==> src/sv/ahxd_pkg.sv <==
// shared types, codes and constants for the archive header xor decryptor
// no dependencies; imported by every module of the block
package ahxd_pkg;

   localparam int MAX_NAME_LENGTH_DEF = 256;
   localparam int HEADER_BYTES_DEF    = 8;

   localparam int KEY_W   = 32;
   localparam int INDEX_W = 24;
   localparam int LIMIT_W = 25;
   localparam int CSR_AW  = 3;

   // register index, taken from paddr bit 2
   localparam logic CSR_IDX_INITIAL_KEY = 1'b0;
   localparam logic CSR_IDX_MAX_FILES   = 1'b1;

   typedef enum logic [2:0] {
      PH_HEADER,
      PH_LEN,
      PH_NAME,
      PH_SIZE,
      PH_DATA,
      PH_DONE,
      PH_ERROR
   } phase_type;

   typedef enum logic [1:0] {
      KIND_NAME  = 2'd0,
      KIND_HDR   = 2'd1,
      KIND_DATA  = 2'd2,
      KIND_ERROR = 2'd3
   } kind_type;

   typedef struct packed {
      kind_type             kind;
      logic [7:0]           out_value;
      logic [KEY_W-1:0]     file_size;
      logic [KEY_W-1:0]     data_key;
      logic [INDEX_W-1:0]   entry_index;
      logic                 last;
   } res_type;

   // keystream step: key*7 + 3 mod 2^32
   function automatic logic [KEY_W-1:0] key_next(input logic [KEY_W-1:0] k);
      key_next = (k << 3) - k + KEY_W'(3);
   endfunction

endpackage

==> src/sv/ahxd_core.sv <==
// entry parser and keystream: phase, counters, key; one byte per accepted word
// depends on ahxd_pkg
module ahxd_core import ahxd_pkg::*; #(
   parameter int MAX_NAME_LENGTH = MAX_NAME_LENGTH_DEF,
   parameter int HEADER_BYTES    = HEADER_BYTES_DEF
) (
   input  logic               clock,
   input  logic               reset,
   input  logic               in_fire,
   input  logic [7:0]         in_byte,
   input  logic               in_start,
   input  logic [KEY_W-1:0]   initial_key,
   input  logic [LIMIT_W-1:0] max_files,
   output logic               res_valid,
   output res_type            res
);

   localparam phase_type FIRST_PHASE = (HEADER_BYTES > 0) ? PH_HEADER : PH_LEN;

   phase_type            phase_ff, phase_in;
   logic [31:0]          count_ff, count_in;
   logic [23:0]          gather_ff, gather_in;
   logic [KEY_W-1:0]     key_ff, key_in;
   logic [INDEX_W-1:0]   files_ff, files_in;

   phase_type            cur_phase;
   logic [31:0]          cur_count, count_inc, count_dec;
   logic [23:0]          cur_gather;
   logic [KEY_W-1:0]     cur_key, key_step, word;
   logic [INDEX_W-1:0]   cur_files, files_inc;
   logic                 limit_hit;

   always_comb begin
      // archive start acts as a reset of the parse state for this byte
      cur_phase  = in_start ? FIRST_PHASE : phase_ff;
      cur_count  = in_start ? 32'd0 : count_ff;
      cur_gather = in_start ? 24'd0 : gather_ff;
      cur_key    = in_start ? initial_key : key_ff;
      cur_files  = in_start ? '0 : files_ff;

      count_inc = cur_count + 32'd1;
      count_dec = (cur_count != 32'd0) ? cur_count - 32'd1 : 32'd0;
      key_step  = key_next(cur_key);
      word      = {in_byte, cur_gather} ^ cur_key;
      files_inc = cur_files + INDEX_W'(1);
      limit_hit = !max_files[LIMIT_W-1] && (files_inc > max_files[INDEX_W-1:0]);

      phase_in  = cur_phase;
      count_in  = cur_count;
      gather_in = cur_gather;
      key_in    = cur_key;
      files_in  = cur_files;

      res_valid       = 1'b0;
      res.kind        = KIND_NAME;
      res.out_value   = 8'd0;
      res.file_size   = '0;
      res.data_key    = '0;
      res.entry_index = cur_files;
      res.last        = 1'b0;

      case (cur_phase)
         PH_HEADER: begin
            if (count_inc >= 32'(HEADER_BYTES)) begin
               phase_in = PH_LEN;
               count_in = 32'd0;
            end else begin
               count_in = count_inc;
            end
         end
         PH_LEN, PH_SIZE: begin
            if (cur_count[1:0] != 2'd3) begin
               count_in = count_inc;
               case (cur_count[1:0])
                  2'd0:    gather_in[7:0]   = in_byte;
                  2'd1:    gather_in[15:8]  = in_byte;
                  default: gather_in[23:16] = in_byte;
               endcase
            end else begin
               key_in    = key_step;
               gather_in = 24'd0;
               count_in  = 32'd0;
               if (cur_phase == PH_LEN) begin
                  if (word > 32'(MAX_NAME_LENGTH)) begin
                     phase_in  = PH_ERROR;
                     res_valid = 1'b1;
                     res.kind  = KIND_ERROR;
                  end else if (word == 32'd0) begin
                     phase_in = PH_SIZE;
                  end else begin
                     phase_in = PH_NAME;
                     count_in = word;
                  end
               end else begin
                  res_valid     = 1'b1;
                  res.kind      = KIND_HDR;
                  res.file_size = word;
                  res.data_key  = key_step;
                  if (word == 32'd0) begin
                     files_in = files_inc;
                     phase_in = limit_hit ? PH_DONE : PH_LEN;
                  end else begin
                     phase_in = PH_DATA;
                     count_in = word;
                  end
               end
            end
         end
         PH_NAME: begin
            res_valid     = 1'b1;
            res.kind      = KIND_NAME;
            res.out_value = in_byte ^ cur_key[7:0];
            key_in        = key_step;
            count_in      = count_dec;
            if (count_dec == 32'd0) begin
               res.last  = 1'b1;
               phase_in  = PH_SIZE;
               gather_in = 24'd0;
            end
         end
         PH_DATA: begin
            res_valid     = 1'b1;
            res.kind      = KIND_DATA;
            res.out_value = in_byte;
            count_in      = count_dec;
            if (count_dec == 32'd0) begin
               res.last  = 1'b1;
               files_in  = files_inc;
               phase_in  = limit_hit ? PH_DONE : PH_LEN;
               gather_in = 24'd0;
            end
         end
         default: begin
         end
      endcase

      if (!in_fire) begin
         res_valid = 1'b0;
      end
   end

   always_ff @(posedge clock) begin
      if (reset) begin
         phase_ff  <= FIRST_PHASE;
         count_ff  <= 32'd0;
         gather_ff <= 24'd0;
         key_ff    <= '0;
         files_ff  <= '0;
      end else if (in_fire) begin
         phase_ff  <= phase_in;
         count_ff  <= count_in;
         gather_ff <= gather_in;
         key_ff    <= key_in;
         files_ff  <= files_in;
      end
   end

endmodule

==> src/sv/ahxd_out_buf.sv <==
// two-entry result buffer between the parser and the result channel
// depends on ahxd_pkg
module ahxd_out_buf import ahxd_pkg::*; (
   input  logic    clock,
   input  logic    reset,
   input  logic    push,
   input  res_type push_res,
   output logic    space,
   output logic    out_valid,
   input  logic    out_ready,
   output res_type out_res
);

   res_type     slot_ff [2];
   logic        wr_ptr_ff, rd_ptr_ff;
   logic [1:0]  count_ff;
   logic        pop;

   assign space     = (count_ff != 2'd2);
   assign out_valid = (count_ff != 2'd0);
   assign out_res   = slot_ff[rd_ptr_ff];
   assign pop       = out_valid && out_ready;

   always_ff @(posedge clock) begin
      if (push) begin
         slot_ff[wr_ptr_ff] <= push_res;
      end
   end

   always_ff @(posedge clock) begin
      if (reset) begin
         wr_ptr_ff <= 1'b0;
         rd_ptr_ff <= 1'b0;
         count_ff  <= 2'd0;
      end else begin
         if (push) begin
            wr_ptr_ff <= !wr_ptr_ff;
         end
         if (pop) begin
            rd_ptr_ff <= !rd_ptr_ff;
         end
         count_ff <= count_ff + {1'b0, push} - {1'b0, pop};
      end
   end

endmodule

==> src/sv/archive_header_xor_decryptor.sv <==
// top level of the archive header xor decryptor: csr registers, parser, result buffer
// depends on ahxd_pkg, ahxd_core, ahxd_out_buf
//
//   channel  | direction | payload
//   req_     | in        | tdata: data_byte; tuser: archive_start
//   rsp_     | out       | tdata: out_value, file_size, data_key, entry_index;
//            |           | tuser: kind; tlast: last
//   csr_     | apb       | 0x0 initial_key, 0x4 max_files (25-bit signed)
//
// the parser updates its state in the cycle the word is taken
// and the result is in the buffer register the next cycle
// a word is taken every cycle while the two-entry result buffer has room
// reset is synchronous and returns to header skip (length word if HEADER_BYTES is 0) with a zero key
// a stalled rsp_ side fills the buffer, then req_tready drops
module archive_header_xor_decryptor import ahxd_pkg::*; #(
   parameter int MAX_NAME_LENGTH = MAX_NAME_LENGTH_DEF,
   parameter int HEADER_BYTES    = HEADER_BYTES_DEF
) (
   input  logic              clock,
   input  logic              reset,
   // input stream
   input  logic              req_tvalid,
   output logic              req_tready,
   input  logic [7:0]        req_tdata,   // [7:0] data_byte
   input  logic              req_tuser,   // [0] archive_start
   // result stream
   output logic              rsp_tvalid,
   input  logic              rsp_tready,
   output logic [95:0]       rsp_tdata,   // [7:0] out_value, [39:8] file_size,
                                          // [71:40] data_key, [95:72] entry_index
   output logic [1:0]        rsp_tuser,   // [1:0] kind
   output logic              rsp_tlast,
   // configuration
   input  logic              csr_psel,
   input  logic              csr_penable,
   input  logic              csr_pwrite,
   input  logic [CSR_AW-1:0] csr_paddr,
   input  logic [31:0]       csr_pwdata,
   output logic [31:0]       csr_prdata,
   output logic              csr_pready
);

   logic [KEY_W-1:0]   initial_key_ff;
   logic [LIMIT_W-1:0] max_files_ff;
   logic               csr_write;

   logic               req_fire;
   logic               res_valid;
   res_type            res;
   logic               buf_space;
   res_type            out_res;

   // apb: always ready, written at the access phase
   assign csr_pready = 1'b1;
   assign csr_write  = csr_psel && csr_penable && csr_pwrite && csr_pready;

   always_ff @(posedge clock) begin
      if (reset) begin
         initial_key_ff <= '0;
         max_files_ff   <= '1;   // -1: no entry limit
      end else if (csr_write) begin
         case (csr_paddr[2])
            CSR_IDX_INITIAL_KEY: initial_key_ff <= csr_pwdata;
            CSR_IDX_MAX_FILES:   max_files_ff   <= csr_pwdata[LIMIT_W-1:0];
            default: begin
            end
         endcase
      end
   end

   always_comb begin
      case (csr_paddr[2])
         CSR_IDX_INITIAL_KEY: csr_prdata = initial_key_ff;
         CSR_IDX_MAX_FILES:   csr_prdata = {{(32-LIMIT_W){1'b0}}, max_files_ff};
         default:             csr_prdata = 32'd0;
      endcase
   end

   // parser never stalls; only buffer room gates the input side
   assign req_tready = buf_space;
   assign req_fire   = req_tvalid && req_tready;

   ahxd_core #(
      .MAX_NAME_LENGTH (MAX_NAME_LENGTH),
      .HEADER_BYTES    (HEADER_BYTES)
   ) u_core (
      .clock       (clock),
      .reset       (reset),
      .in_fire     (req_fire),
      .in_byte     (req_tdata),
      .in_start    (req_tuser),
      .initial_key (initial_key_ff),
      .max_files   (max_files_ff),
      .res_valid   (res_valid),
      .res         (res)
   );

   ahxd_out_buf u_out_buf (
      .clock     (clock),
      .reset     (reset),
      .push      (res_valid),
      .push_res  (res),
      .space     (buf_space),
      .out_valid (rsp_tvalid),
      .out_ready (rsp_tready),
      .out_res   (out_res)
   );

   // result word packing, highest field listed first, out_value in the lowest bits
   assign rsp_tdata = {out_res.entry_index, out_res.data_key,
                       out_res.file_size, out_res.out_value};
   assign rsp_tuser = out_res.kind;
   assign rsp_tlast = out_res.last;

   // a result only comes from an accepted byte
   assert property (@(posedge clock) disable iff (reset)
      res_valid |-> req_fire)
      else $error("result without an accepted input word");

   // the first byte of an archive is always a header byte when a header exists
   assert property (@(posedge clock) disable iff (reset)
      (req_fire && req_tuser && (HEADER_BYTES > 0)) |-> !res_valid)
      else $error("result on the first header byte");

   // size and key are only carried by the entry header word
   assert property (@(posedge clock) disable iff (reset)
      (res_valid && res.kind != KIND_HDR) |-> (res.file_size == '0 && res.data_key == '0))
      else $error("size or key on a non-header result");

   // never push into a full buffer
   assert property (@(posedge clock) disable iff (reset)
      res_valid |-> buf_space)
      else $error("result buffer overflow");

endmodule

==> config.mk <==
export PLATFORM = sky130hd
export DESIGN_NAME = archive_header_xor_decryptor
export DESIGN_NICKNAME = d
export VERILOG_FILES = /design/src/sv/ahxd_pkg.sv /design/src/sv/ahxd_core.sv /design/src/sv/ahxd_out_buf.sv /design/src/sv/archive_header_xor_decryptor.sv
export SDC_FILE = /design/constraint.sdc
export NUM_CORES = 1
export LEC_CHECK = 0
export BUFFER_PORTS_ARGS = -buffer_cell sky130_fd_sc_hd__buf_2
export CAP_MARGIN = 20
export CORE_ASPECT_RATIO = 0.8
export CORE_UTILIZATION = 30
export DETAILED_ROUTE_END_ITERATION = 6
export PLACE_DENSITY = 0.47
export SETUP_SLACK_MARGIN = 0.3
export SLEW_MARGIN = 20
export SYNTH_ARGS = -nofsm -noshare
export SYNTH_HDL_FRONTEND = slang
export SYNTH_SLANG_ARGS = --single-unit
==> constraint.sdc <==
create_clock -name clock -period 13 [get_ports clock]
set_clock_uncertainty 0.05 [all_clocks]
set_input_delay 2.6 -clock clock [delete_from_list [all_inputs] [get_ports clock]]
set_output_delay 2.6 -clock clock [all_outputs]
set_load 0.01 [all_outputs]
---- Word-level counts from Yosys, hierarchy flattened ----
Memory sizes are Yosys's and may differ from the RTL's. A register that Yosys moved wholly into a read port is not among the register bits.
Cells that the tools add are included.
storage, ports and cells
  register bits after elaboration ......... 176
  bits in writable memories ............... 198
  input port bits ......................... 51
  memories ................................ 1
operators by class
  add/sub/neg operators ................... 7
  $lt $le $gt $ge ......................... 3
  eq/ne operators ......................... 7
  muxes and demuxes ....................... 55
  bitwise gates (word level) .............. 3
  reductions and logical operators ........ 19
memory list
  name               depth  width  rd ports  clocked after Yosys merged registers in  wr ports  RTL line            text
  u_out_buf.slot_ff  2      99     1         1                                        1         ahxd_out_buf.sv:14  res_type slot_ff [2];
operators with widths
  kind                                                                    count
  32-bit two-way mux                                                      9
  24-bit two-way mux                                                      8
  64-bit two-way mux                                                      3
  32-bit case mux with 2 select lines                                     2
  24-bit case mux with 2 select lines                                     2
  32-bit case mux with 3 select lines                                     1
  32-bit logical NOT                                                      2
  32-bit by 1-bit adder with 32-bit output, second input constant         1
  32-bit by 2-bit adder with 32-bit output, second input constant         1
  32-bit by 4-bit >= comparator with 1-bit output, second input constant  1
  32-bit by 9-bit > comparator with 1-bit output, second input constant   1
  32-bit nonzero test                                                     1
  32-bit by 1-bit subtractor with 32-bit output, second input constant    1
  32-bit subtractor                                                       1
  32-bit bitwise XOR                                                      1
  3-bit two-way mux                                                       9
  24-bit by 1-bit adder with 24-bit output, second input constant         1
  24-bit > comparator                                                     1
  8-bit two-way mux                                                       3
  8-bit case mux with 2 select lines                                      1
  3-bit case mux with 4 select lines                                      1
  1-bit two-way mux                                                       11
  8-bit bitwise XOR                                                       1
  3-bit by 2-bit equality test with 1-bit output, second input constant   2
  other kinds (17)                                                        29

---- Depth between registers and ports, before layout ----
  depth after elaboration ................. 10
  mapped depth ............................ 30
  mapped depth without buffers ............ 19

---- Modules after synthesis ----
A second synthesis with hierarchy kept.
second synthesis, totals
  cells, all modules ...................... 2377
  area, all modules ....................... 22576.7 um^2
by module, submodules not included
  module                        instances  cells an instance  area each (um^2)  seq. area each (um^2)
  ahxd_core                     1          1759               12360.6           2302.2
  ahxd_out_buf                  1          331                7412.1            6045.8
  archive_header_xor_decryptor  1          287                2803.9            1141.1

---- Worst setup path before layout ----
Ideal clock, no wire load.
  path type ............................... input -> register
  start ................................... input req_tuser
  end ..................................... memory u_out_buf.slot_ff[0][0] (netlist bit), enable pin
  library setup time ...................... 0.558 ns
  arrival ................................. 9.333 ns
  setup slack ............................. 3.059 ns
  stages on the path ...................... 16
  path buffers ............................ 8
  path through ............................ buf_2 buf_6 buf_6 inv_2 buf_2 clkbuf_1 clkbuf_1 nand2_1 inv_1 ha_1 clkbuf_1 and3_1 clkbuf_1 o21a_1 o21ai_0 nor2_1
on the way
  longest elaborated chain between the ends .. 10
ends and longest elaborated chain
  element                                                   RTL line                            text
  start, declared                                           archive_header_xor_decryptor.sv:25  input logic req_tuser,
  24-bit two-way mux or 32-bit two-way mux (tied branches)  ahxd_core.sv:37, ahxd_core.sv:38
  32-bit bitwise XOR                                        ahxd_core.sv:44                     word = {in_byte, cur_gather} ^ cur_key;
  32-bit by 9-bit > comparator with 1-bit output            ahxd_core.sv:84                     if (word > 32'(MAX_NAME_LENGTH)) begin
  1-bit two-way mux                                         ahxd_core.sv:84
  1-bit two-way mux                                         ahxd_core.sv:83                     if (cur_phase == PH_LEN) begin
  1-bit two-way mux                                         ahxd_core.sv:72                     if (cur_count[1:0] != 2'd3) begin
  1-bit case mux with 2 select lines (*)                    ahxd_core.sv:62                     case (cur_phase)
  1-bit two-way mux (*)                                     ahxd_core.sv:137                    if (!in_fire) begin
  1-bit two-way mux (*)                                     ahxd_out_buf.sv:25                  if (push) begin
  1-bit two-way mux (implied by the code) (*)               ahxd_out_buf.sv:26                  slot_ff[wr_ptr_ff] <= push_res;
  end, declared                                             ahxd_out_buf.sv:14
Mark *: on every way between the ends. The rest lies on a longest branch, timed or not.

---- Worst setup path in the final report ----
  start ................................... input req_tuser
  end ..................................... register u_core.count_ff[29]
on the way
  longest elaborated chain between the ends .. 8
ends and longest elaborated chain
  element                                                                           RTL line          text
  branches (longest 7 deep; another with 32-bit by 1-bit adder with 32-bit output)  -
  32-bit case mux with 3 select lines (*)                                           ahxd_core.sv:62
  end signal, assigned                                                              ahxd_core.sv:151  count_ff <= count_in;
  end, declared                                                                     ahxd_core.sv:21   logic [31:0] count_ff, count_in;
Mark *: on every way between the ends.
A chain may end at the register's enable or synchronous reset.

==> metrics.cfg <==
[power_and_ir_drop]
p_per_area_mw_per_mm2 = 160
p_total_mw = 3.93
total_leakage_power_nw = 9.63
peakVddDrop_uv = 78.3

[logic_synthesis]
syn_area_mm2 = 0.0217
synth.avg_cell_area_um2 = 9.44
synth_xor_area_frac = 0.0493
netlist_instances = 2297
muxShareOfSynthArea = 0.0787
synthFlopType = edfxtp_1
async_flop_share = 0
yosysUniqueCellTypes = 106
synth_top_family_by_area = simple AND/OR/NAND/NOR gates
synth_compound_area_frac = 0.169
synth_fa_ha_area_frac = 0.0344
synthesis.nets = 2407
synth_edf_count = 198
yosys_warnings = 0
synth_seq_cells = 375
yosysSeqAreaShare = 0.438
synth-simple-area-share = 0.181

[final_layout]
drive_gt1_frac = 0.189
post-route-util = 0.348
areaGrowthSynthToFinish_pct = 13.7
nets = 2491
stdcell_area_mm2 = 0.0247

[hold_path]
hold_depth = 2
whs_endpoint = u_core.key_ff[27]
worstHoldPathType = register to register
worstHoldStart = u_core.key_ff[27]

[die]
io_pins = 185
die_h_um = 242
core_mm2 = 0.0710
die_area_mm2 = 0.0734
num_rows = 87
fp.dieW_um = 303
start_util = 0.306

[critical_path]
crit_arrival_ns = 8.35
r2r_end = u_core.count_ff[29]
critPathLaunchType = input pin
worstRegToRegCells = 13
r2r-start = u_core.count_ff[0]
rrSetupSlack_ns = 7.27
critPathRequiredTime_ns = 13.43
cp_max_fo = 111
critPathKind = input pin to register
worstSetupEndpointType = register

[clocking]
cts_sinks = 375
cts_setup_buffers = 0
clk_path_buf_depth = 3
cts_made_buffers = 42
hold_buffers = 0
cts_tree = yes
clk_latency_ns = 0.58
path_clk_slew_ns = 0.05
root_buffer = clkbuf_16
htree_num_levels = 2
cts_resized = 0

[global_route]
grt_max_degree = 112
grt_pass1_vias = 17217
grt_usage = 0.212
grt.overflow.total = 0
grt_pass1_wl_um = 117000
antenna_found_initial = 2

[sta]
tns_ns = 0
maxSlewViolCount = 0
worst_slew_pin_slew_ns = 1.11
period_needed_ns = 7.92
setup_viol = 0
hold_violations = 0
rsz0062_at_grt = false
max_freq_ghz = 0.126
slew-limit-headroom = 0.255
timing.final.crit_share = 0.609
fin_ws_ns = 5.08

[detailed_routing]
ant_nets = 0
wl_um = 80100
routed_via_density = 5.52
dr.pass1.iters = 5
num_vias = 18492
drtIter0Drc = 1720
drt_drc_violations_left = 0
wl_per_cell_um = 23.9

[placement]
placed_cell_area_mm2 = 0.0233
io_buffers = 181
dp_hpwl_um = 57300
dpl_worst_slack_ns = 4.84
routabilityCongestion = 0.945

[run_status]
outcome = finished clean

[run]
drv_cap = 0

==> cells in the mapped netlist (7+ instances only) <==
cell | n | area [um2]
a211oi_1 | 32 | 240
o21ai_1 | 13 | 65.1
a311oi_1 | 13 | 114
o31ai_1 | 7 | 52.6
nand4_1 | 40 | 250
a22oi_1 | 17 | 128
buf_1 | 20 | 75.1
a22o_1 | 29 | 254
edfxtp_1 | 198 | 5950
and2_1 | 10 | 62.6
xor2_1 | 64 | 561
inv_1 | 90 | 338
buf_2 | 18 | 90.1
a21boi_0 | 21 | 158
nand2b_1 | 12 | 75.1
ha_1 | 58 | 726
and3_1 | 27 | 169
nor4_4 | 7 | 149
or4_1 | 8 | 60.1
o22ai_1 | 12 | 75.1
nand2_1 | 215 | 807
buf_4 | 7 | 52.6
o32ai_1 | 7 | 61.3
o21ai_0 | 93 | 465
mux2_2 | 129 | 1450
clkbuf_1 | 118 | 443
xnor2_1 | 58 | 508
or3_1 | 14 | 87.6
o211ai_1 | 35 | 263
a31oi_1 | 24 | 150
nand3_1 | 51 | 255
a21o_1 | 23 | 173
nor2b_1 | 44 | 275
dfxtp_1 | 177 | 3540
nor4_1 | 21 | 131
nor3_1 | 52 | 260
mux2i_1 | 24 | 240
nor2_1 | 222 | 833
a21oi_1 | 143 | 716
==> per-layer routing <==
layer / track usage / share of wire
met5: 0 / 0.00014
met4: 0.0534 / 0.023
met3: 0.0388 / 0.078
met2: 0.300 / 0.42
met1: 0.324 / 0.48
==> worst max-delay path, cell delays in order <==
cell and delay (ns):
buf_4 0.12, buf_12 0.21, inv_2 0.30, nand2_1 0.15, inv_1 0.14, ha_1 0.53
nand4_1 0.22, nor3_1 0.79, nand3_1 0.15, a221oi_1 0.74, o21bai_1 0.19, nor4_4 0.32
a31oi_2 0.43, nor2_1 0.82, o21ai_0 0.23, a211oi_1 0.26
==> where the power goes <==
| group | total, mW | leakage, nW | internal (mW) | switching, mW |
|---|---|---|---|---|
| Sequential | 1.40 | 3.36 | 1.30 | 0.0983 |
| Clock | 1.21 | 0.646 | 0.692 | 0.516 |
| Combinational | 1.33 | 5.62 | 0.501 | 0.830 |
==> flip-flops by register name, indices dropped and copies added (netlist names), named ones only <==
register	cells
initial_key_ff	32
max_files_ff	25
u_core.count_ff	32
u_core.files_ff	24
u_core.gather_ff	24
u_core.key_ff	32
u_core.phase_ff	3
u_out_buf.count_ff	2
u_out_buf.rd_ptr_ff	1
u_out_buf.slot_ff	198
u_out_buf.wr_ptr_ff	1
==> cell families after synthesis <==
logic type	Yosys count
AND/OR/NAND/NOR	777
AO/OA/AOI/OAI	548
flip-flops	375
buffers and inverters	261
multiplexers	154
XOR/XNOR	122
adder cells (fa/ha/maj)	59
other	1
==> worst max-delay path by stage <==
stage | depth (start not counted) | endpoint | start | slack, ns
4_1_cts | 13 | u_out_buf.slot_ff[1][57] | req_tuser | 5.41
6_report | 16 | u_core.count_ff[29] | req_tuser | 5.08
3_3_place_gp | 13 | u_out_buf.slot_ff[1][34] | req_tuser | 4.83
5_1_grt | 20 | u_core.phase_ff[2] | req_tuser | 5.07
3_5_place_dp | 13 | u_out_buf.slot_ff[1][25] | req_tuser | 4.84
2_1_floorplan | 16 | u_out_buf.slot_ff[0][0] | req_tuser | 3.06
==> final cells by class <==
| type | count | area [um2] |
|---|---|---|
| Sequential cell | 375 | 9490 |
| Multi-Input combinational cell | 1661 | 11200 |
| Inverter | 91 | 342 |
| Antenna cell | 2 | 5.00 |
| Clock buffer | 57 | 1130 |
| Tap cell | 934 | 1170 |
| Clock inverter | 20 | 216 |
| Fill cell | 7310 | 46300 |
| Timing Repair Buffer | 210 | 1140 |
==> placed cells by master (no fill, tap or decap), drive strengths merged, types with 23 or more instances in the layout <==
cell / Yosys / final
nor2: 223 / 223
nand2: 218 / 218
buf: 51 / 210
edfxtp: 198 / 198
dfxtp: 177 / 177
a21oi: 146 / 146
mux2: 129 / 129
o21ai: 107 / 107
inv: 91 / 93
xor2: 64 / 64
xnor2: 58 / 58
ha: 58 / 58
clkbuf: 119 / 57
nor3: 54 / 54
nand3: 51 / 51
nor2b: 44 / 44
nand4: 41 / 41
o211ai: 38 / 38
a211oi: 32 / 32
nor4: 31 / 31
a22o: 29 / 29
and3: 28 / 28
mux2i: 25 / 25
a31oi: 25 / 25
a21o: 23 / 23
==> per-stage QoR <==
stage | instances | hold slack [ns]
final | 3350 | 0.413
after global placement | 3270 | 0.388
after detailed placement | 3270 | 0.404
after floorplan | 2297 | 0.381
after CTS | 3347 | 0.411
after global routing | 3348 | 0.443
No activity file was read; power rests on OpenSTA's default activity.
